`src/rtl/core/rgbc_color_temperature_processor_macros.svh`:
```
// Assertion macros shared by the color temperature processor RTL
`ifndef RGBC_COLOR_TEMPERATURE_PROCESSOR_MACROS_SVH
`define RGBC_COLOR_TEMPERATURE_PROCESSOR_MACROS_SVH

// same-cycle implication, sampled on clk, off during reset
`define RGBC_ASSERT_IMP(lbl, ante, cons, msg) \
lbl: assert property (@(posedge clk) disable iff (!arst_n) (ante) |-> (cons)) \
else $error(msg);

// next-cycle implication, sampled on clk, off during reset
`define RGBC_ASSERT_NXT(lbl, ante, cons, msg) \
lbl: assert property (@(posedge clk) disable iff (!arst_n) (ante) |=> (cons)) \
else $error(msg);

`endif

```
`src/rtl/core/rgbc_pkg.sv`:
```
// Shared types, constants and coefficient tables of the color temperature processor
package rgbc_pkg;

	localparam int AVG_WEIGHT_LOG2_DEF = 2;
	localparam int CHANNEL_WIDTH_DEF   = 16;

	localparam int IN_W    = 16;   // raw sample and channel output width
	localparam int VW      = 17;   // channel value after compensation
	localparam int XW      = 40;   // XYZ and their sum, Q.16
	localparam int ND_W    = 44;   // n numerator / denominator
	localparam int N_W     = 24;   // n, Q.16 signed
	localparam int N2_W    = 30;
	localparam int N3_W    = 36;
	localparam int ACC_W   = 56;   // cubic accumulator
	localparam int ILL_W   = 19;
	localparam int QDEPTH  = 2;

	localparam int DIV_QB  = 24;   // quotient bits
	localparam int DIV_DW  = ND_W + 16;
	localparam int DIV_VW  = ND_W;
	localparam int DIV_STEPS = DIV_QB / 2;

	localparam int CFG_IDX_W = 2;
	typedef enum logic [CFG_IDX_W-1:0] {
		CFG_COMPENSATE = 2'd0,
		CFG_PERCENTAGE = 2'd1
	} cfg_idx_t;

	localparam logic [4:0]  COMP_G_MUL = 5'd21;       // 1.3125 as 21/16
	localparam logic [16:0] COMP_B_MUL = 17'd104681;  // 1.5973 in Q.16

	// RGB to XYZ, Q2.16
	localparam logic signed [VW:0] MAT [3][3] = '{
		'{-18'sd9360,  18'sd101531, -18'sd62679},
		'{-18'sd21277, 18'sd103440, -18'sd47966},
		'{-18'sd44697, 18'sd50511,   18'sd36918}
	};

	localparam logic signed [15:0] X_COEF = 16'sd21758;  // 0.3320
	localparam logic signed [15:0] Y_COEF = 16'sd12177;  // 0.1858

	localparam logic [N_W-1:0] N_LIMIT = 24'd4194304;    // 64.0 in Q.16

	localparam logic signed [17:0] CCT_C3 = 18'sd44900;
	localparam logic signed [20:0] CCT_C2 = 21'sd352500;
	localparam logic signed [21:0] CCT_C1 = 22'sd682330;
	localparam logic signed [ACC_W-1:0] CCT_C0 = 56'sd36178034688;  // 552033 << 16

	localparam logic signed [ACC_W-1:0] T_LIMIT = 56'sd6553600;
	localparam logic [23:0] DIV100_RECIP = 24'd10737419;  // ceil(2^30 / 100)
	localparam int DIV100_SHIFT = 30;

	localparam logic [14:0] PCT_SCALE = 15'd25600;        // 100 in Q.8

	typedef struct packed {
		logic                start;
		logic [DIV_DW-1:0]   dividend;
		logic [DIV_VW-1:0]   divisor;
	} div_req_t;

	typedef struct packed {
		logic                done;
		logic                ovf;
		logic [DIV_QB-1:0]   quo;
	} div_rsp_t;

	typedef enum logic [15:0] {
		S_IDLE = 16'b0000_0000_0000_0001,
		S_MAT  = 16'b0000_0000_0000_0010,
		S_SUM  = 16'b0000_0000_0000_0100,
		S_NUM  = 16'b0000_0000_0000_1000,
		S_DEN  = 16'b0000_0000_0001_0000,
		S_CHK  = 16'b0000_0000_0010_0000,
		S_NDIV = 16'b0000_0000_0100_0000,
		S_N2   = 16'b0000_0000_1000_0000,
		S_N3   = 16'b0000_0001_0000_0000,
		S_T1   = 16'b0000_0010_0000_0000,
		S_T2   = 16'b0000_0100_0000_0000,
		S_T3   = 16'b0000_1000_0000_0000,
		S_QT   = 16'b0001_0000_0000_0000,
		S_PCT  = 16'b0010_0000_0000_0000,
		S_PDIV = 16'b0100_0000_0000_0000,
		S_OUT  = 16'b1000_0000_0000_0000
	} back_state_t;

endpackage

```
`src/rtl/core/rgbc_front.sv`:
```
// Front end: input saturation, compensation and running average update
module rgbc_front import rgbc_pkg::*; #(
	parameter int CHANNEL_WIDTH   = CHANNEL_WIDTH_DEF,
	parameter int AVG_WEIGHT_LOG2 = AVG_WEIGHT_LOG2_DEF,
	parameter int ENTRY_W         = 1 + 4 * VW + 4 * (CHANNEL_WIDTH + 8)
) (
	input  logic               clk,
	input  logic               arst_n,
	input  logic               push,
	input  logic [IN_W-1:0]    clear_raw,
	input  logic [IN_W-1:0]    red_raw,
	input  logic [IN_W-1:0]    green_raw,
	input  logic [IN_W-1:0]    blue_raw,
	input  logic               comp_en,
	input  logic               pct_en,
	input  logic               q_full,
	output logic               q_push,
	output logic [ENTRY_W-1:0] q_data
);

	localparam int AW = CHANNEL_WIDTH + 8;
	localparam int SW = ((AW > VW + 8) ? AW : VW + 8) + AVG_WEIGHT_LOG2 + 1;
	localparam logic [31:0] CH_MAX = (32'd1 << CHANNEL_WIDTH) - 32'd1;

	logic [AW-1:0]    avg_q [4];
	logic [AW-1:0]    a_new [4];
	logic [IN_W-1:0]  raw [4];
	logic [VW-1:0]    vin [4];
	logic [VW-1:0]    v [4];
	logic [VW+4:0]    g_prod;
	logic [VW+16:0]   b_prod;
	logic [SW-1:0]    a_ext [4];
	logic [SW-1:0]    acc [4];

	function automatic logic [VW-1:0] sat_ch(input logic [31:0] x);
		return (x > CH_MAX) ? CH_MAX[VW-1:0] : x[VW-1:0];
	endfunction

	assign raw[0] = clear_raw;
	assign raw[1] = red_raw;
	assign raw[2] = green_raw;
	assign raw[3] = blue_raw;

	assign q_push = push & ~q_full;

	always_comb begin
		for (int i = 0; i < 4; i++) begin
			vin[i] = sat_ch(32'(raw[i]));
		end
		g_prod = vin[2] * COMP_G_MUL;
		b_prod = vin[3] * COMP_B_MUL;
		v[0] = vin[0];
		v[1] = vin[1];
		v[2] = comp_en ? sat_ch(32'(g_prod[VW+4:4])) : vin[2];
		v[3] = comp_en ? sat_ch(32'(b_prod[VW+16:16])) : vin[3];
		// avg*(2^W-1) + value<<8, then >> W
		for (int i = 0; i < 4; i++) begin
			a_ext[i] = SW'(avg_q[i]);
			acc[i]   = (a_ext[i] << AVG_WEIGHT_LOG2) - a_ext[i] + (SW'(v[i]) << 8);
			a_new[i] = acc[i][AVG_WEIGHT_LOG2+AW-1:AVG_WEIGHT_LOG2];
		end
		q_data[ENTRY_W-1] = pct_en;
		for (int i = 0; i < 4; i++) begin
			q_data[i*VW +: VW]          = v[i];
			q_data[4*VW + i*AW +: AW]   = a_new[i];
		end
	end

	always_ff @(posedge clk or negedge arst_n) begin
		if (!arst_n) begin
			for (int i = 0; i < 4; i++) begin
				avg_q[i] <= '0;
			end
		end else if (q_push) begin
			for (int i = 0; i < 4; i++) begin
				avg_q[i] <= a_new[i];
			end
		end
	end

endmodule

```
`config.mk`:
```
export PLATFORM = sky130hd
export DESIGN_NAME = rgbc_front
export DESIGN_NICKNAME = d
export VERILOG_FILES = /design/src/rtl/core/rgbc_color_temperature_processor_macros.svh /design/src/rtl/core/rgbc_pkg.sv /design/src/rtl/core/rgbc_front.sv
export SDC_FILE = /design/constraint.sdc
export NUM_CORES = 1
export LEC_CHECK = 0
export BUFFER_PORTS_ARGS = -buffer_cell sky130_fd_sc_hd__buf_2
export CORE_MARGIN = 2
export CORE_UTILIZATION = 30
export DETAILED_ROUTE_END_ITERATION = 12
export PLACE_DENSITY = 0.48
export SLEW_MARGIN = 0
export SYNTH_ARGS = -nofsm -noshare
export SYNTH_HDL_FRONTEND = slang
export SYNTH_SLANG_ARGS = --single-unit
```
`constraint.sdc`:
```
create_clock -name clk -period 11.04 [get_ports clk]
set_clock_uncertainty 0.2 [all_clocks]
set_input_delay 2.208 -clock clk [delete_from_list [all_inputs] [get_ports clk]]
set_output_delay 2.208 -clock clk [all_outputs]
set_load 0.005 [all_outputs]
```
# Yosys cells after proc, flatten, opt, wreduce, memory -nomap -nowiden
# Cells that the tools add are included.
[classes] n_addsub=8 n_mul=2 magnitude_cmp=2 mux=4 bitwise=2
[ops] operator="subtractor 26 x 24 -> 26 bit" count=4
[ops] operator="adder 26 x 25 -> 26 bit" count=3
[ops] operator="2-to-1 mux 17 bit" count=4
[ops] operator="greater-than comparator 17 x 16 -> 1 bit (second input constant)" count=2
[ops] operator="multiplier 16 x 17 -> 33 bit (second input constant)" count=1
[ops] operator="adder 26 bit" count=1
[ops] operator="multiplier 16 x 5 -> 21 bit (second input constant)" count=1
[ops] operator="AND 1 bit" count=1
[ops] operator="NOT 1 bit" count=1
[word_totals] register_bits=96 inputBits=70 output_inout_bits=166 word_cells=22

# Longest topological paths before layout
# Gate-level depths: netlist (run 1).
[depth] word_depth=5 mapped_depth=33 ltp_nobuf=33

# Worst setup path after synthesis (run 1)
# OpenSTA, ideal clock, no wires.
[synth_path] path_kind="in2out" from="input port blue_raw[1]" to="output port q_data[163]" t_arrival_ns=9.327 t_required_ns=8.632 setup_slack_ns=-0.695 path_stages=28 path_buffers=1 cell_sequence="ha_1 fa_1 fa_1 fa_1 inv_1 fa_1 fa_1 inv_1 ha_1 nand4_1 o21ba_2 nor3_4 a21oi_2 a41oi_2 o41ai_2 xnor2_2 buf_6 a31oi_2 fa_1 ha_1 a21oi_1 o21ai_0 a31oi_1 o31a_1 o21ai_1 o41ai_1 xnor2_1 xnor2_1"
[synth_between] elab_chain_len=5
[synth_rtl] element="start: declaration" line_no="rgbc_front.sv:13" text="input logic [IN_W-1:0] blue_raw,"
[synth_rtl] element="multiplier 16 x 17 -> 33 bit *" line_no="rgbc_front.sv:51" text="b_prod = vin[3] * COMP_B_MUL;"
[synth_rtl] element="greater-than comparator 17 x 16 -> 1 bit" line_no="rgbc_front.sv:36" text="return (x > CH_MAX) ? CH_MAX[VW-1:0] : x[VW-1:0];"
[synth_rtl] element="2-to-1 mux 17 bit *" line_no="rgbc_front.sv:36"
[synth_rtl] element="2-to-1 mux 17 bit *" line_no="rgbc_front.sv:55" text="v[3] = comp_en ? sat_ch(32'(b_prod[VW+16:16])) : vin[3];"
[synth_rtl] element="via q_data[53]" line_no="rgbc_front.sv:18" text="output logic [ENTRY_W-1:0] q_data"
[synth_rtl] element="adder 26 x 25 -> 26 bit *" line_no="rgbc_front.sv:59" text="acc[i] = (a_ext[i] << AVG_WEIGHT_LOG2) - a_ext[i] + (SW'(v[i]) << 8);"
[synth_rtl] element="end: declaration" line_no="rgbc_front.sv:18"
# Mark *: on every way through the listed nets, which the timed path passes. The rest lies on a longest branch.

# Worst setup path after layout (run 1)
[layout_path] from="input port blue_raw[9]" to="output port q_data[163]"
[layout_between] elab_chain_len=5
[layout_rtl] element="multiplier 16 x 17 -> 33 bit" line_no="rgbc_front.sv:51"
[layout_rtl] element="greater-than comparator 17 x 16 -> 1 bit" line_no="rgbc_front.sv:36"
[layout_rtl] element="2-to-1 mux 17 bit" line_no="rgbc_front.sv:36"
[layout_rtl] element="2-to-1 mux 17 bit *" line_no="rgbc_front.sv:55"
[layout_rtl] element="adder 26 x 25 -> 26 bit *" line_no="rgbc_front.sv:59"
# Mark *: on every way between the ends. The rest lies on a longest branch, timed or not.

==> results.yml, run 1 <==
grt:
  pin_count_of_the_biggest_net_entering_global_routing: 65
  globalRoute.totalOverflow: 0
  globalRouteTotalUtil_pct: 16.4
  first_global_vias: 14600
  grt_antenna_before_repair: 1
  grt_pass1_wl_mm: 75.5
synth:
  synth_area_leaders: "ha_1 23%, fa_1 18%, dfrtp_1 14%"
  synth-edff-count: 0
  synth_async_sr_flop_share_pct: 100
  netlist.top_cell.by_area: "ha_1"
  mapped_cells: 1888
  mappedNetlistArea_mm2: 0.0168
  ys_seq_area_share_pct: 14.3
  netlist.area_leader.share_pct: 22.7
  synth.lib_cells_used.distinct: 91
  ys_seq_elements: 96
  synth_top_flop_cell: "dfrtp_1"
  ys_warn_count: 0
  synth.avg_cell_area_um2: 8.89
die:
  io_count: 236
  placement_rows: 86
  core_region_area_mm2: 0.0552
  die-height_um: 241
  dieArea_mm2: 0.0579
  initial_utilization_pct: 30.4
  floorplan.die.width_um: 241
clock_network:
  ctsHtreeMaxLevel: 3
  root_buffer: "clkbuf_16"
  cts_num_sinks: 96
  post_cts_hold_buffer_count: 0
  tritoncts.num_buffers: 9
  cts.path.max_buffers: 2
  clk_latency_ns: 0.38
  tritoncts_clock_tree: "done"
  clock_pin_slew_on_the_worst_setup_and_hold_paths_ns: 0.08
worst_setup_path:
  crit_path_start_kind: "input pin"
  most_frequent_cell_on_critical_path: "fa_1"
  setup.worst_path.class: "in2out"
  timing.critical_path.arrival_ns: 9.68
  setup.reg_to_reg.worst_slack_ns: 7.23
  timing.critical_path.slowest_stage_cell: "fa_2"
  max_stage_delay_ns: 0.52
  path_max_fanout: 6
  cp-startpoint: "blue_raw[9]"
  worstReg2RegStart: "a_ext[1]"
  worstSetupEndpointType: "output pin"
  worstPathRequired_ns: 8.63
detailed_routing:
  drt_iter0_markers: 479
  vias: 14100
  routed_wirelength_mm: 46.3
  routedWlPerCell_um: 15.2
  route.detailed.drc: 0
  via_per_inst: 4.63
  drt_first_pass_iters: 7
  detail-route-antenna-nets: 0
cells_and_area:
  fin_nets: 2830
  area_delta_synth_final_pct: 28.1
  layout-drive-gt1-share_pct: 28.2
  diode_count: 0
  largest_reg_flops: 96
  postLayoutCellArea_mm2: 0.0215
sta:
  rsz0062_at_grt: "yes"
  report.final.hold_viol_count: 0
  post-route-worst-setup-slack_ns: -1.05
  fmax_mhz: 82.7
  post-route-period-util_pct: 110
  tightestPinTransition_ns: 0.786
  slew_headroom_pct: 47.6
  setup_viol: 16
  finalWorstPathRequiredPeriod_ns: 12.09
  finalMaxSlewViolations: 0
placed_design:
  detailed_place.area_mm2: 0.0202
  dpl.hpwl_mm: 39.3
  io_buffers: 229
  pre_cts_ws_ns: -1.36
  routabilityCongestion: 0.865
outcome:
  status: "finished with violations"
  failed_checks: "negative setup slack"
job:
  max-cap-violations: 0
hold_path:
  hold_path_class: "reg2reg"
  timing.hold.worst.start: "a_ext[50]"
## what timing repair did
action | CTS | global route
gates resized for setup | 65 | 78
setup endpoints to repair | 17 | 26
pin swaps | 63 | 76
buffers inserted | 23 | 18
## cells by family (layout without fill, tap and decap cells)
| logic type | after synthesis | after routing | synth area share [%] |
|---|---|---|---|
| AOI/OAI and AO/OA | 405 | 405 | 16.1 |
| xor gates and xnor gates | 123 | 123 | 6.54 |
| adders and majority gates | 459 | 459 | 41.1 |
| buffers and inverters | 445 | 859 | 10.9 |
| DFF | 96 | 96 | 14.3 |
| muxes | 28 | 28 | 1.88 |
| other | 2 | 6 | 0.0447 |
| and+or+nand+nor | 330 | 330 | 9.13 |
## Yosys cell counts, types with 3 or more instances
cell type	n
inv_1	377
ha_1	305
fa_1	154
nand2_1	131
o21ai_0	121
a21oi_1	97
dfrtp_1	96
nor2_1	87
xnor2_1	82
a21o_1	44
xor2_1	39
buf_4	37
clkbuf_1	27
mux2_2	24
nand2b_1	17
nand3_1	17
nor2b_1	16
nor3_1	14
o21a_1	14
a31oi_1	11
and3_1	11
a31oi_2	10
a211oi_1	9
o21bai_1	9
nand4_1	8
o211ai_1	8
o21ai_1	8
and2_1	6
o31ai_1	6
or2_2	5
a311oi_1	4
a31o_2	4
or3_1	4
a21oi_2	3
and4bb_2	3
mux2i_1	3
o2111ai_1	3
o41ai_1	3
## area by class of cell
class	count	area [µm²]
clock buffer	11	233
tap	748	936
timing repair buffer	466	3070
fill	5655	33700
inverter	377	1420
sequential	96	2400
clock inverter	5	63.8
multi-input combinational	1351	13400
## layer usage
| metal | GRT usage [%] | vias up | part of all wire [%] |
|---|---|---|---|
| met1 | 22.5 | 6853 | 48 |
| met5 | 0 | - | 0 |
| met4 | 2.79 | 0 | 1.2 |
| met2 | 27.8 | 185 | 48 |
| met3 | 2.14 | 22 | 3.2 |
| li1 | - | 7066 | - |
## through the flow
step	setup TNS (ns)	hold WS, ns	util (%)	cells
CTS	-12.09	0.277	38.1	3038
finish	-10.28	0.279	39.0	3054
global placement	-13.54	0.261	36.6	2999
floorplan	-2.34	0.245	-	1892
global route	-14.74	0.307	39.0	3054
detailed placement	-14.73	0.265	36.6	2999
## critical path, delay by kind of cell
kind	cells	cell delay, ns
simple gates	1	0.14
buf+inv	8	0.99
fa+ha+maj	9	3.64
xor+xnor	3	0.81
compound gates	11	1.89
## final timing paths
check,cells past startpoint,to
worst max register to register,16,a_ext[18]
worst min register to register,2,a_ext[50]
worst max-delay path,32,q_data[163]
min in group asynchronous,1,a_ext[97]
worst min-delay path,2,a_ext[50]
max in group asynchronous,2,a_ext[36]
## cell usage in the layout, fill, tap and decap left out, types with 18 or more instances in the layout
master / instances
nand2_1: 127
o21ai_0: 108
ha_4: 18
fa_1: 148
inv_1: 367
buf_4: 223
buf_2: 218
xor2_1: 36
mux2_2: 24
a21oi_1: 82
a21o_1: 44
buf_6: 20
ha_1: 286
dfrtp_1: 96
nor2_1: 83
xnor2_1: 72
Power of run 1 is not shown: default switching activity piles up to over one toggle a cycle in this logic, so the estimate is an artifact.
==> run 2: changes to the inputs <==
- SKIP_CTS_REPAIR_TIMING: default -> 1
==> run 2 against run 1 <==
Maximum frequency down 0.38%. Via count down 1.2%. Worst hold slack about the same. Global-route usage down 0.14 points. The flow still finishes with violations (negative setup slack). Wire length down 0.56%. First-iteration DRC count down 9.6%. Design area down 1.8%. Largest cell class unchanged. Non-clock buffer count down 21.
==> results.yml, run 2 (same netlist as run 1, synthesis figures left out) <==
outcome:
  status: "finished with violations"
  failed_checks: "negative setup slack"
worst_setup_path:
  most_frequent_cell_on_critical_path: "fa_1"
  setup.worst_path.class: "in2out"
  worstPathRequired_ns: 8.63
  worstReg2RegStart: "a_ext[1]"
  setup.reg_to_reg.worst_slack_ns: 7.31
  max_stage_delay_ns: 0.58
  timing.critical_path.slowest_stage_cell: "fa_1"
  path_max_fanout: 7
  ff2ff_path_depth: 11
  crit_path_start_kind: "input pin"
  worstSetupEndpointType: "output pin"
  timing.critical_path.arrival_ns: 9.73
  worst_r2r_endpoint: "a_ext[22]"
hold_path:
  worstHoldEndpoint: "a_ext[50]"
  timing.hold.worst.start: "a_ext[50]"
  hold_crit_depth: 2
  hold_path_class: "reg2reg"
placed_design:
  io_buffers: 229
  routabilityCongestion: 0.865
  dpl.hpwl_mm: 39.3
  detailed_place.area_mm2: 0.0202
clock_network:
  cts.path.max_buffers: 2
  tritoncts_clock_tree: "done"
  root_buffer: "clkbuf_16"
  tritoncts.num_buffers: 9
  clock_pin_slew_on_the_worst_setup_and_hold_paths_ns: 0.08
  cts_num_sinks: 96
  clk_latency_ns: 0.37
  ctsHtreeMaxLevel: 3
die:
  floorplan.die.width_um: 241
  die-height_um: 241
  placement_rows: 86
  core_region_area_mm2: 0.0552
  io_count: 236
  dieArea_mm2: 0.0579
  initial_utilization_pct: 30.4
detailed_routing:
  drt_iter0_markers: 433
  via_per_inst: 4.60
  drt_first_pass_iters: 6
  routedWlPerCell_um: 15.2
  route.detailed.drc: 0
  routed_wirelength_mm: 46.0
  vias: 14000
  detail-route-antenna-nets: 0
sta:
  finalMaxSlewViolations: 0
  finalWorstPathRequiredPeriod_ns: 12.14
  final.hold.worst_slack_ns: 0.279
  fmax_mhz: 82.4
  report.final.hold_viol_count: 0
  post-route-worst-setup-slack_ns: -1.10
  setup_viol: 17
  slew_headroom_pct: 47.5
  rsz0062_at_grt: "yes"
  post-route-period-util_pct: 110
  tightestPinTransition_ns: 0.787
cells_and_area:
  layout.cells.most_common_list: "367 x inv_1, 290 x ha_1, 222 x buf_2"
  mostFrequentLayoutCell: "inv_1"
  fin_nets: 2809
  largest_reg_flops: 96
  postLayoutCellArea_mm2: 0.0211
  diode_count: 0
  area_delta_synth_final_pct: 25.7
  layout-drive-gt1-share_pct: 26.8
grt:
  globalRoute.totalOverflow: 0
  globalRouteTotalUtil_pct: 16.2
  global_route.usage.met1_pct: 22.4
  grt_util_met3_pct: 2.13
  first_global_vias: 14400
  top_usage_layer: "met2"
  met2_usage_pct: 27.4
  grt_antenna_before_repair: 1
  grt_pass1_wl_mm: 74.8
  pin_count_of_the_biggest_net_entering_global_routing: 65
job:
  max-cap-violations: 0
run 2: changes by cell type in the layout (fill, tap and decap cells not counted), sizes merged:
cell and change:
buf -20, clkbuf -1
run 2: how the worst max path moves through the flow:
stage	start	to	slack, ns	cells past startpoint
2_1_floorplan	blue_raw[9]	q_data[163]	-0.46	29
3_3_place_gp	blue_raw[5]	q_data[163]	-1.31	33
3_5_place_dp	blue_raw[5]	q_data[163]	-1.36	34
4_1_cts	blue_raw[5]	q_data[163]	-1.41	33
5_1_grt	blue_raw[12]	q_data[162]	-1.42	31
6_report	blue_raw[12]	q_data[162]	-1.10	31
run 2: cell type report:
class                           instances  area (µm²)
Fill cell                            5704       34100
Multi-Input combinational cell       1351       13200
Timing Repair Buffer                  445        2890
Sequential cell                        96        2400
Inverter                              377        1420
Tap cell                              748         936
Clock buffer                           11         233
Clock inverter                          5        63.8
run 2: layer usage:
metal | vias to the layer above | part of all wire, %
met2 | 162 | 47
met3 | 22 | 2.8
met1 | 6760 | 49
li1 | 7019 | -
met5 | - | 0
met4 | 0 | 1.2
run 2: critical path, delay by kind of cell:
| kind | cells | cell delay [ns] |
|---|---|---|
| compound gates | 9 | 2.01 |
| fa+ha+maj | 9 | 3.93 |
| xor+xnor | 2 | 0.37 |
| buf+inv | 7 | 0.75 |
| simple gates | 4 | 0.47 |
run 2: through the flow:
stage               cells  setup slack, ns  util [%]  setup TNS, ns
detailed placement   2999            -1.36      36.6         -14.73
global placement     2999            -1.31      36.6         -13.54
finish               3033            -1.10      38.2         -11.56
global route         3033            -1.42      38.2         -16.73
CTS                  3015            -1.41      37.1         -15.29
floorplan            1892           -0.456         -          -2.34
Power of run 2 is left out for the same reason.
