--- config.mk ---
export PLATFORM = sky130hd
export DESIGN_NAME = rgbc_queue
export DESIGN_NICKNAME = d
export VERILOG_FILES = /design/src/rtl/core/rgbc_color_temperature_processor_macros.svh /design/src/rtl/core/rgbc_pkg.sv /design/src/rtl/core/rgbc_queue.sv
export SDC_FILE = /design/constraint.sdc
export NUM_CORES = 1
export LEC_CHECK = 0
export ABC_CLOCK_PERIOD_IN_PS = 3700
export BUFFER_PORTS_ARGS = -buffer_cell sky130_fd_sc_hd__buf_2
export CORE_AREA = 10 10 47 49
export CTS_CLUSTER_DIAMETER = 80
export CTS_CLUSTER_SIZE = 14
export DETAILED_ROUTE_END_ITERATION = 10
export DIE_AREA = 0 0 57 59
export GPL_ROUTABILITY_DRIVEN = 1
export PLACE_DENSITY_LB_ADDON = 0.2
export SYNTH_ARGS = -nofsm -noshare
export SYNTH_HDL_FRONTEND = slang
export SYNTH_SLANG_ARGS = --single-unit
--- constraint.sdc ---
create_clock -name clk -period 3.7 [get_ports clk]
set_input_delay 0.185 -clock clk [delete_from_list [all_inputs] [get_ports clk]]
set_output_delay 0.185 -clock clk [all_outputs]
set_load 0.01 [all_outputs]
--- src/rtl/core/rgbc_color_temperature_processor_macros.svh ---
// Assertion macros shared by the color temperature processor RTL
`ifndef RGBC_COLOR_TEMPERATURE_PROCESSOR_MACROS_SVH
`define RGBC_COLOR_TEMPERATURE_PROCESSOR_MACROS_SVH

// same-cycle implication, sampled on clk, off during reset
`define RGBC_ASSERT_IMP(lbl, ante, cons, msg) \
lbl: assert property (@(posedge clk) disable iff (!arst_n) (ante) |-> (cons)) \
else $error(msg);

// next-cycle implication, sampled on clk, off during reset
`define RGBC_ASSERT_NXT(lbl, ante, cons, msg) \
lbl: assert property (@(posedge clk) disable iff (!arst_n) (ante) |=> (cons)) \
else $error(msg);

`endif

--- src/rtl/core/rgbc_pkg.sv ---
// Shared types, constants and coefficient tables of the color temperature processor
package rgbc_pkg;

	localparam int AVG_WEIGHT_LOG2_DEF = 2;
	localparam int CHANNEL_WIDTH_DEF   = 16;

	localparam int IN_W    = 16;   // raw sample and channel output width
	localparam int VW      = 17;   // channel value after compensation
	localparam int XW      = 40;   // XYZ and their sum, Q.16
	localparam int ND_W    = 44;   // n numerator / denominator
	localparam int N_W     = 24;   // n, Q.16 signed
	localparam int N2_W    = 30;
	localparam int N3_W    = 36;
	localparam int ACC_W   = 56;   // cubic accumulator
	localparam int ILL_W   = 19;
	localparam int QDEPTH  = 2;

	localparam int DIV_QB  = 24;   // quotient bits
	localparam int DIV_DW  = ND_W + 16;
	localparam int DIV_VW  = ND_W;
	localparam int DIV_STEPS = DIV_QB / 2;

	localparam int CFG_IDX_W = 2;
	typedef enum logic [CFG_IDX_W-1:0] {
		CFG_COMPENSATE = 2'd0,
		CFG_PERCENTAGE = 2'd1
	} cfg_idx_t;

	localparam logic [4:0]  COMP_G_MUL = 5'd21;       // 1.3125 as 21/16
	localparam logic [16:0] COMP_B_MUL = 17'd104681;  // 1.5973 in Q.16

	// RGB to XYZ, Q2.16
	localparam logic signed [VW:0] MAT [3][3] = '{
		'{-18'sd9360,  18'sd101531, -18'sd62679},
		'{-18'sd21277, 18'sd103440, -18'sd47966},
		'{-18'sd44697, 18'sd50511,   18'sd36918}
	};

	localparam logic signed [15:0] X_COEF = 16'sd21758;  // 0.3320
	localparam logic signed [15:0] Y_COEF = 16'sd12177;  // 0.1858

	localparam logic [N_W-1:0] N_LIMIT = 24'd4194304;    // 64.0 in Q.16

	localparam logic signed [17:0] CCT_C3 = 18'sd44900;
	localparam logic signed [20:0] CCT_C2 = 21'sd352500;
	localparam logic signed [21:0] CCT_C1 = 22'sd682330;
	localparam logic signed [ACC_W-1:0] CCT_C0 = 56'sd36178034688;  // 552033 << 16

	localparam logic signed [ACC_W-1:0] T_LIMIT = 56'sd6553600;
	localparam logic [23:0] DIV100_RECIP = 24'd10737419;  // ceil(2^30 / 100)
	localparam int DIV100_SHIFT = 30;

	localparam logic [14:0] PCT_SCALE = 15'd25600;        // 100 in Q.8

	typedef struct packed {
		logic                start;
		logic [DIV_DW-1:0]   dividend;
		logic [DIV_VW-1:0]   divisor;
	} div_req_t;

	typedef struct packed {
		logic                done;
		logic                ovf;
		logic [DIV_QB-1:0]   quo;
	} div_rsp_t;

	typedef enum logic [15:0] {
		S_IDLE = 16'b0000_0000_0000_0001,
		S_MAT  = 16'b0000_0000_0000_0010,
		S_SUM  = 16'b0000_0000_0000_0100,
		S_NUM  = 16'b0000_0000_0000_1000,
		S_DEN  = 16'b0000_0000_0001_0000,
		S_CHK  = 16'b0000_0000_0010_0000,
		S_NDIV = 16'b0000_0000_0100_0000,
		S_N2   = 16'b0000_0000_1000_0000,
		S_N3   = 16'b0000_0001_0000_0000,
		S_T1   = 16'b0000_0010_0000_0000,
		S_T2   = 16'b0000_0100_0000_0000,
		S_T3   = 16'b0000_1000_0000_0000,
		S_QT   = 16'b0001_0000_0000_0000,
		S_PCT  = 16'b0010_0000_0000_0000,
		S_PDIV = 16'b0100_0000_0000_0000,
		S_OUT  = 16'b1000_0000_0000_0000
	} back_state_t;

endpackage

--- src/rtl/core/rgbc_queue.sv ---
// Request queue between the front end and the back end
module rgbc_queue import rgbc_pkg::*; #(
	parameter int WIDTH = 1
) (
	input  logic             clk,
	input  logic             arst_n,
	input  logic             push,
	input  logic [WIDTH-1:0] data_in,
	output logic             full,
	input  logic             pop,
	output logic             empty,
	output logic [WIDTH-1:0] data_out
);

	localparam int PW = (QDEPTH > 1) ? $clog2(QDEPTH) : 1;
	localparam int CW = $clog2(QDEPTH + 1);

	logic [WIDTH-1:0] mem_q [QDEPTH];
	logic [PW-1:0]    wptr_q;
	logic [PW-1:0]    rptr_q;
	logic [CW-1:0]    cnt_q;
	logic             do_push;
	logic             do_pop;

	assign full     = (cnt_q == CW'(QDEPTH));
	assign empty    = (cnt_q == '0);
	assign do_push  = push & ~full;
	assign do_pop   = pop & ~empty;
	assign data_out = mem_q[rptr_q];

	function automatic logic [PW-1:0] ptr_next(input logic [PW-1:0] p);
		return (p == PW'(QDEPTH - 1)) ? '0 : p + PW'(1);
	endfunction

	always_ff @(posedge clk or negedge arst_n) begin
		if (!arst_n) begin
			wptr_q <= '0;
			rptr_q <= '0;
			cnt_q  <= '0;
		end else begin
			if (do_push) begin
				wptr_q <= ptr_next(wptr_q);
			end
			if (do_pop) begin
				rptr_q <= ptr_next(rptr_q);
			end
			if (do_push && !do_pop) begin
				cnt_q <= cnt_q + CW'(1);
			end else if (do_pop && !do_push) begin
				cnt_q <= cnt_q - CW'(1);
			end
		end
	end

	always_ff @(posedge clk) begin
		if (do_push) begin
			mem_q[wptr_q] <= data_in;
		end
	end

endmodule

After elaboration in Yosys (flattened, before gate mapping):

Memory sizes are Yosys's and may differ from the RTL's.
Cells that the tools add are included.

* register bits: 4
* bits in writable memories: 2
* input bits: 5
* output and inout port bits: 3
* word-level logic and storage cells: 25
* memories: 1

* $add $sub $neg: 4
* equality and inequality tests: 1
* mux-type cells: 6
* bitwise logic cells: 4
* reduce and logical (&&, ||, !) cells: 6

Memory list
* mem_q: words 2, bits a word 1, rd ports 1, clocked after Yosys merged registers in 0, write ports 1, RTL line rgbc_queue.sv:18 `logic [WIDTH-1:0] mem_q [QDEPTH];`

Operators with widths (number)
* $mux 1: 4
* $mux 2: 2
* $add 1x1->1 const B: 2
* $add 2x1->2 const B: 1
* $and 1x1->1: 2
* $eq 2x2->1 const B: 1
* $logic_and 1x1->1: 2
* $logic_not 1->1: 2
* $logic_not 2->1: 1
* $not 1->1: 2
* $reduce_bool 2->1: 1
* $sub 2x1->2 const B: 1

Depth between registers and ports, before layout:

Gate-level depths: netlist of run 1.

* word-level depth: 7
* depth in mapped cells: 7
* gate-level depth less buffers: 7

Least setup slack after synthesis of run 1:

OpenSTA, ideal clock, no wires.

* kind: register -> register
* start point: register cnt_q[0]
* end point: register cnt_q[1]
* library setup time: 79 ps
* data arrival time: 1282 ps
* required time: 3621 ps
* setup slack: 2339 ps
* stages on the path, launching flop included: 7
* buffers on the path: 0
* period minus slack after synthesis: 1361 ps
* cells stage by stage: dfrtp_1 nand2b_1 nand2_1 inv_1 ha_1 nor2_1 xor2_1

* longest elaborated chain between the ends: 6
* elaborated cells on any way between the ends: 15
* classes of those cells: add/sub: 2; eq/ne: 1; mux: 2; bitwise: 4; reduce/logical: 6

RTL lines
* start: declaration: RTL line rgbc_queue.sv:21 `logic [CW-1:0] cnt_q;`
* start signal: assignment: RTL line rgbc_queue.sv:48 `cnt_q <= cnt_q + CW'(1);`
* start signal: assignment: RTL line rgbc_queue.sv:50 `cnt_q <= cnt_q - CW'(1);`
* $eq 2x2->1 / $logic_not 2->1 (equally long branches): RTL line rgbc_queue.sv:25, rgbc_queue.sv:26
* $not 1->1 (on tied branches): RTL line rgbc_queue.sv:27, rgbc_queue.sv:28
* $and 1x1->1 (on tied branches): RTL line rgbc_queue.sv:27, rgbc_queue.sv:28
* $logic_not 1->1 (on tied branches): RTL line rgbc_queue.sv:49, rgbc_queue.sv:47
* $logic_and 1x1->1 (on tied branches): RTL line rgbc_queue.sv:49, rgbc_queue.sv:47
* $reduce_bool 2->1 (no line) / $mux 2 (equally long branches)

Several ways; a longest one is shown, not always the timed one. The select of a mux whose other input is x is not followed.
A chain may end at the register's enable or synchronous reset.

Worst setup path in the final report of run 1:

Same ends and word-level chain as after synthesis.

==> results of run 1 <==
repair_timing:
item / 4_1_cts / 5_1_grt
hold buffers: 1 / 0
hold endpoints to repair: 4 / 0
resized for setup: 0 / 0
setup endpoints to repair: 0 / 0
metrics by stage:
step           std cells  worst slack [ns]
5_1_grt               50              2.08
3_5_place_dp          45              2.20
4_1_cts               50              2.18
6_report              50              2.21
2_1_floorplan         22              2.34
3_3_place_gp          45              2.26
per-layer routing:
layer / GRT usage (%) / vias up
met1: 2.77 / 83
met3: 4.08 / 2
met2: 5.74 / 3
li1: - / 97
met5: 0 / -
met4: 3.02 / 0
area by class of cell:
class                           count  share of cell area (%)
Inverter                            2                    2.09
Clock buffer                        4                    7.32
Sequential cell                     6                    44.6
Timing Repair Buffer                8                    12.5
Tap cell                           16                    5.57
Multi-Input combinational cell     14                    27.9
power groups by stage:
| stage | sequential [mW] | combinational [mW] | clock [mW] |
|---|---|---|---|
| after CTS | 0.126 | 0.117 | 0.0675 |
| after global placement | 0.125 | 0.110 | 0 |
| after global routing | 0.129 | 0.127 | 0.0740 |
| after detailed placement | 0.127 | 0.115 | 0 |
| after floorplan | 0.121 | 0.0844 | 0 |
| final | 0.125 | 0.112 | 0.0641 |
cells in the final DEF, fill, tap and decap left out, drive strengths merged:
master / synthesis / final
nor2: 3 / 3
dfrtp: 4 / 4
dlygate4sd3: 0 / 1
clkbuf: 0 / 4
xnor2: 3 / 3
ha: 1 / 1
nand2b: 1 / 1
edfxtp: 2 / 2
buf: 0 / 7
o21ai: 1 / 1
and3: 1 / 1
mux2: 1 / 1
xor2: 2 / 2
nand2: 1 / 1
inv: 2 / 2
worst reg2reg max path, cell delays in order (launching register included):
cell and delay, ns:
dfrtp_1 0.42, nand2b_1 0.20, nand2_1 0.13, inv_1 0.06, ha_1 0.30, nor2_1 0.13, xor2_1 0.17
state kept, by name (all words and copies together), names as in the netlist:
signal and count:
wptr_q 1, mem_q 2, cnt_q 2, rptr_q 1
how the worst min path moves through the flow:
stage	from	end	cells after the start	slack, ns
after floorplan	arst_n	cnt_q[0]	0	-0.11
after global placement	arst_n	wptr_q	1	0.0009
after detailed placement	arst_n	rptr_q	1	0.001
after CTS	data_in	mem_q[1]	1	0.12
after global routing	data_in	mem_q[1]	1	0.11
final	data_in	mem_q[1]	1	0.13
kinds of logic after synthesis:
group / synth area share (%)
and+or+nand+nor: 10.3
muxes: 4.21
buffers and inverters: 2.80
AOI/OAI and AO/OA: 1.87
xor gates and xnor gates: 16.4
DFF: 59.8
adders and majority gates: 4.67
==> impl_metrics.toml, run 1 <==
[pwr]
p_total_uw = 302
switching_share_pct = 33.8
leakagePower_nw = 0.174
ir_worst_vdd_v = 0.000358
power_frac_clock_pct = 21.2
power_frac_seq_pct = 41.6
p_int_uw = 200
power_frac_comb_pct = 37.2
p_switching_uw = 102
p_per_area_nw_per_um2 = 840

[setup_path]
cpMaxStageDelayCell = "dfrtp_1"
crit_cells = 6
cpPeakStageDelay_ns = 0.42
critPathTopFamily = "simple AND/OR/NAND/NOR gates"
path_max_fanout = 5
arrival_ns = 1.65
path_cells = "nand2b_1 -> nand2_1 -> inv_1 -> ha_1 -> nor2_1 -> xor2_1"
crit_type = "reg -> reg"
required_ns = 3.86
path_buf_inv = 1
critPathLaunch = "cnt_q[0]"
rrSetupSlack_ns = 2.21
reg2reg_depth = 6
r2r-start = "cnt_q[0]"
cp-end-kind = "register"
cp-start-kind = "register"
endpoint = "cnt_q[1]"
r2r_end = "cnt_q[1]"

[final_layout]
utilization_pct = 25.6
regArea_um2 = 160
fill_cells = 158
fin_nets = 41
layout-drive-gt1-share_pct = 32.4
final_area_um2 = 359
n_antenna_cell = 0
multi_input_area_um2 = 100
areaGrowthSynthToFinish_pct = 34.1

[logic_synthesis]
ys_types = 12
synth-main-ff-cell = "dfrtp_1"
yosys_warnings = 0
synth_nets = 28
syn_area_um2 = 268
netlist_instances = 22
synthTopCellsByArea = "dfrtp_1, edfxtp_1, xnor2_1"
synth.top_cell.area_share_pct = 37.4
synth_common_cells = "dfrtp_1, nor2_1, xnor2_1"
synth_edf_count = 2
ys_seq_area_share_pct = 59.8
synth.most_common_cell = "dfrtp_1"
avgSynthCellArea_um2 = 12.2
synth-seq-cells = 6
synthArstFlopShare_pct = 66.7
yosys.area.top_type = "dfrtp_1"

[timing]
rsz0062_at_grt = "no"
setup_violations = 0
finalSetupTns_ns = 0
finalHoldViolCount = 0
slew_viol_final = 0
fmax_mhz = 670
min_period_ns = 1.49
finalClockSkew_ns = 0.00731
post-route-period-util_pct = 40.4
timing.hold.ws_ns = 0.128
worst-slew-pin-transition_ns = 0.220
max-slew-margin-rel_pct = 85.2

[detailed_routing]
top_layer = "met4"
route.detailed.drc = 0
final_antenna_net_count = 0
wl_met3_um = 35
wl_per_cell_um = 10.5
vias_per_cell = 3.70
drt_pass1_iterations = 1
wirelength_um = 523
vias = 185
m1WireLength_um = 211
drt_iter0_markers = 0
met2_length_um = 266

[die]
rows = 14
ioPinCount = 8
die_w_um = 57
initial_core_util_pct = 19.1
dieArea_um2 = 3360
die_y_um = 59
fp.coreArea_um2 = 1400

[grt]
grt_pass1_wl_um = 862
grt_pass1_vias = 200
grt_max_degree = 6
grtUsageTotal_pct = 3.82
gr-total-overflow = 0
antenna_found_initial = 0

[status]
status = "finished, final reports clean"

[clock_tree]
cts_buffers = 3
clkLatencyLatePin_ns = 0.24
clock_path_buffers = 2
htree_num_levels = 1
cts_sinks = 6
postCtsSetupBuffers = 0
cts_tree = "built"
clockRootBuffer = "clkbuf_4"
path_clk_slew_ns = 0.05

[place]
placed_area_um2 = 323
dp_hpwl_um = 434
port_buffers = 7
gp_congestion = 0.714

[job]
cap_viol_max_count = 0

[hold_path]
hp-class = "in -> reg"
No activity file was read; power rests on OpenSTA's default activity.
==> inputs of run 2 (changes only) <==
--- a/config.mk
+++ b/config.mk
@@ -5,7 +5,7 @@
 export SDC_FILE = /design/constraint.sdc
 export NUM_CORES = 1
 export LEC_CHECK = 0
-export ABC_CLOCK_PERIOD_IN_PS = 3700
+export ABC_CLOCK_PERIOD_IN_PS = 1300
 export BUFFER_PORTS_ARGS = -buffer_cell sky130_fd_sc_hd__buf_2
 export CORE_AREA = 10 10 47 49
 export CTS_CLUSTER_DIAMETER = 80
==> constraint.sdc (replaced) <==
create_clock -name clk -period 1.3 [get_ports clk]
set_input_delay 0.065 -clock clk [delete_from_list [all_inputs] [get_ports clk]]
set_output_delay 0.065 -clock clk [all_outputs]
set_load 0.01 [all_outputs]
==> impl_metrics.toml, run 2 (synthesized netlist as in run 1, its figures left out) <==
[status]
status = "finished with violations"
violations = "negative setup slack"

[timing]
final.setup.worst_slack_ns = -0.000161
rsz0062_at_grt = "yes"
max-slew-margin-rel_pct = 89.9
finalHoldViolCount = 0
worst-slew-pin-transition_ns = 0.151
finalSetupTns_ns = -0.000161
timing.hold.ws_ns = 0.154
post-route-period-util_pct = 100
finalClockSkew_ns = 0.000112
min_period_ns = 1.30
fmax_mhz = 769
slew_viol_final = 0
setup_violations = 1

[detailed_routing]
route.detailed.drc = 0
vias_per_cell = 3.79
wirelength_um = 585
drt_iter0_markers = 0
vias = 216
drt_pass1_iterations = 1
final_antenna_net_count = 0
wl_per_cell_um = 10.3

[die]
ioPinCount = 8
die_y_um = 59
initial_core_util_pct = 19.1
fp.coreArea_um2 = 1400
rows = 14
dieArea_um2 = 3360
die_w_um = 57

[final_layout]
n_antenna_cell = 0
utilization_pct = 32.9
areaGrowthSynthToFinish_pct = 72.0
layout-drive-gt1-share_pct = 58.5
fin_nets = 49
largestRegisters = "cnt_q (2), mem_q (2)"
stdcell_count = 57
final_cell_mix = "buf_2, buf_4"

[clock_tree]
clockRootBuffer = "clkbuf_4"
cts_buffers = 3
cts_tree = "built"
cts_sinks = 6
path_clk_slew_ns = 0.04
clkLatencyLatePin_ns = 0.24
clock_path_buffers = 2
htree_num_levels = 1

[setup_path]
path_cells = "nand2b_4 -> nand2_4 -> inv_4 -> ha_4 -> xor2_1 -> nor2_1 -> xor2_1"
arrival_ns = 1.46
crit_type = "reg -> reg"
cp-end-kind = "register"
cpPeakStageDelay_ns = 0.37
path_buf_inv = 1
cp-start-kind = "register"
cpMaxStageDelayCell = "dfrtp_1"
critPathTopFamily = "flip-flops"
required_ns = 1.46
cpMostUsedCell = "xor2_1"
path_max_fanout = 3

[pwr]
power_frac_clock_pct = 15.7
p_int_uw = 719
p_switching_uw = 368
ir_worst_vdd_v = 0.000940
switching_share_pct = 33.9
power_frac_seq_pct = 32.7
p_total_mw = 1.09
p_per_area_nw_per_um2 = 2360
power_frac_comb_pct = 51.6
leakagePower_nw = 0.219

[grt]
grt_max_degree = 5
grt_pass1_vias = 233
grtUsageTotal_pct = 4.03
gr-total-overflow = 0
grt_pass1_wl_um = 959
antenna_found_initial = 0

[job]
cap_viol_max_count = 0

[place]
gp_congestion = 0.740
port_buffers = 7
dp_cells = 49

[hold_path]
hp-class = "in -> async"
-- run 2: per-stage QoR --
| step | worst slack [ns] | area, um2 |
|---|---|---|
| detailed placement | -0.0224 | 370 |
| finish | -0.000161 | 460 |
| global placement | 0.0179 | 370 |
| floorplan | 0.00825 | 285 |
| global route | -0.0717 | 460 |
| CTS | 0.00484 | 424 |
-- run 2: worst reg2reg max path: cells and delay by family, from the launching register on --
family | cells | cell delay [ns]
DFF | 1 | 0.37
and+or+nand+nor | 3 | 0.36
xor gates and xnor gates | 2 | 0.31
adders and majority gates | 1 | 0.14
buffers and inverters | 1 | 0.04
-- run 2: power by group through the flow --
stage          clock network, mW  logic [mW]  registers (mW)
2_1_floorplan                  0       0.274           0.354
3_3_place_gp                   0       0.436           0.349
3_5_place_dp                   0       0.449           0.354
4_1_cts                    0.175       0.507           0.354
5_1_grt                    0.190       0.623           0.362
6_report                   0.171       0.561           0.356
-- run 2: worst paths after layout --
path / slack (ns) / startpoint / end / cells after the start
setup reg to reg: -0.0002 / cnt_q[0] / cnt_q[1] / 7
setup / recovery: -0.0002 / cnt_q[0] / cnt_q[1] / 7
min in group clk: 0.20 / pop / rptr_q / 4
hold reg to reg: 0.49 / rptr_q / rptr_q / 1
max in group asynchronous: 1.01 / arst_n / cnt_q[1] / 2
hold / removal: 0.15 / arst_n / rptr_q / 2
-- run 2: area by class of cell --
type                       count  area, um2
tap                           16       20.0
timing repair buffer          16        108
clock buffer                   3       22.5
sequential                     6        161
fill                         153        941
multi-input combinational     14        139
inverter                       2       10.0
-- run 2: timing repair --
| action | 4_1_cts | 5_1_grt |
|---|---|---|
| hold buffers | 1 | 1 |
| setup buffers | 1 | 2 |
| pin swaps | 2 | 6 |
| endpoints found under the hold margin | 4 | 1 |
| resized for setup | 3 | 3 |
| setup endpoints to repair | 1 | 1 |
-- run 2: metal layers --
metal  up-vias  global-route usage [%]  share of wire (%)  routed length, um
met5         -                       0                  0                  0
met1        95                    3.00                 37                219
met2         9                    6.05                 49                285
met4         0                    3.02                1.5                  9
li1        110                       -                  -                  -
met3         2                    4.29                 12                 70
==> inputs of run 3 (changes only) <==
--- a/config.mk
+++ b/config.mk
@@ -14,6 +14,8 @@
 export DIE_AREA = 0 0 57 59
 export GPL_ROUTABILITY_DRIVEN = 1
 export PLACE_DENSITY_LB_ADDON = 0.2
+export SKIP_CTS_REPAIR_TIMING = 1
 export SYNTH_ARGS = -nofsm -noshare
 export SYNTH_HDL_FRONTEND = slang
 export SYNTH_SLANG_ARGS = --single-unit
+export TNS_END_PERCENT = 50
==> impl_metrics.toml, run 3 (synthesized netlist as in run 1, its figures left out) <==
[clock_tree]
clkLatencyLatePin_ns = 0.24
clock_path_buffers = 2
cts_buffers = 3
cts_sinks = 6
path_clk_slew_ns = 0.04
clockRootBuffer = "clkbuf_4"
cts_tree = "built"
htree_num_levels = 1

[grt]
grt_pass1_vias = 219
grt_max_degree = 5
grtUsageTotal_pct = 3.90
gr-total-overflow = 0
antenna_found_initial = 0
grt_pass1_wl_um = 924

[setup_path]
r2r-start = "cnt_q[0]"
arrival_ns = 1.47
crit_type = "reg -> reg"
reg2reg_depth = 7
cpMaxStageDelayCell = "dfrtp_1"
rrSetupSlack_ns = -0.009
path_cells = "nand2b_4 -> nand2_4 -> inv_2 -> ha_4 -> xor2_1 -> nor2_1 -> xor2_1"
cpPeakStageDelay_ns = 0.41
path_max_fanout = 4
required_ns = 1.46
r2r_end = "cnt_q[1]"
cpMostUsedCell = "xor2_1"
cp-start-kind = "register"
cp-end-kind = "register"

[detailed_routing]
wirelength_um = 565
wl_per_cell_um = 10.3
route.detailed.drc = 0
vias_per_cell = 3.73
drt_iter0_markers = 0
drt_pass1_iterations = 1
vias = 205
final_antenna_net_count = 0

[die]
die_w_um = 57
ioPinCount = 8
die_y_um = 59
dieArea_um2 = 3360
fp.coreArea_um2 = 1400
rows = 14
initial_core_util_pct = 19.1

[place]
gp_congestion = 0.740
placed_area_um2 = 370
port_buffers = 7

[timing]
worst-slew-pin-transition_ns = 0.198
finalHoldViolCount = 0
max-slew-margin-rel_pct = 86.8
setup_violations = 1
slew_viol_final = 0
finalClockSkew_ns = 0.00179
rsz0062_at_grt = "yes"
timing.hold.ws_ns = 0.155
min_period_ns = 1.31
post-route-period-util_pct = 101
fmax_mhz = 764
final.setup.worst_slack_ns = -0.00902

[pwr]
leakagePower_nw = 0.210
p_per_area_nw_per_um2 = 2330
ir_worst_vdd_v = 0.000954

[final_layout]
largestRegisters = "cnt_q (2), mem_q (2)"
final_area_um2 = 434
layout-drive-gt1-share_pct = 53.8
final_cell_mix = "buf_2, buf_4, dfrtp_1"
areaGrowthSynthToFinish_pct = 62.1
fin_nets = 47
n_antenna_cell = 0
final_common_cell = "buf_2"

[hold_path]
hp-class = "in -> async"

[status]
violations = "negative setup slack"
status = "finished with violations"

[job]
cap_viol_max_count = 0
[run 3: changes by cell type in the layout (fill, tap and decap cells not counted), sizes merged]
cell and change:
buf -2
[run 3: through the flow]
stage | setup slack, ns | setup TNS (ns) | util [%] | total power [mW] | cells
2_1_floorplan | 0.00825 | 0 | - | 0.627 | 22
5_1_grt | -0.0966 | -0.0966 | 31.0 | 1.10 | 55
4_1_cts | -0.0384 | -0.0384 | 28.0 | 0.980 | 52
6_report | -0.00902 | -0.00902 | 31.0 | 1.01 | 55
3_3_place_gp | 0.0179 | 0 | 26.4 | 0.785 | 49
3_5_place_dp | -0.0224 | -0.0224 | 26.4 | 0.802 | 49
[run 3: report_power, final]
part           switching, mW  internal [mW]
Sequential            0.0745          0.284
Clock                 0.0635          0.104
Combinational          0.203          0.282
Total                  0.341          0.670
[run 3: area by class of cell]
type / instances / area [um2]
timing repair buffer: 14 / 92.6
multi-input combinational: 14 / 131
tap: 16 / 20.0
clock buffer: 3 / 22.5
sequential: 6 / 160
fill: 156 / 967
inverter: 2 / 7.51
[run 3: worst max-delay path by stage]
stage	cells after the start	to	startpoint
after global placement	7	cnt_q[1]	cnt_q[0]
after global routing	7	cnt_q[1]	cnt_q[0]
after floorplan	7	cnt_q[1]	cnt_q[0]
after CTS	7	cnt_q[1]	cnt_q[0]
after detailed placement	7	cnt_q[1]	cnt_q[0]
final	7	cnt_q[1]	cnt_q[0]
[run 3: per-layer routing]
layer | routed length, um | GRT usage, %
met4 | 10 | 3.02
met2 | 278 | 5.43
met1 | 215 | 3.12
met5 | 0 | 0
met3 | 60 | 4.29
[run 3: worst max-delay path, delay by kind of cell, from the launching register on]
kind / cells / cell delay [ns]
flip-flops: 1 / 0.41
AND/OR/NAND/NOR: 3 / 0.35
XOR/XNOR: 2 / 0.29
adder cells (fa/ha/maj): 1 / 0.14
buffers and inverters: 1 / 0.04
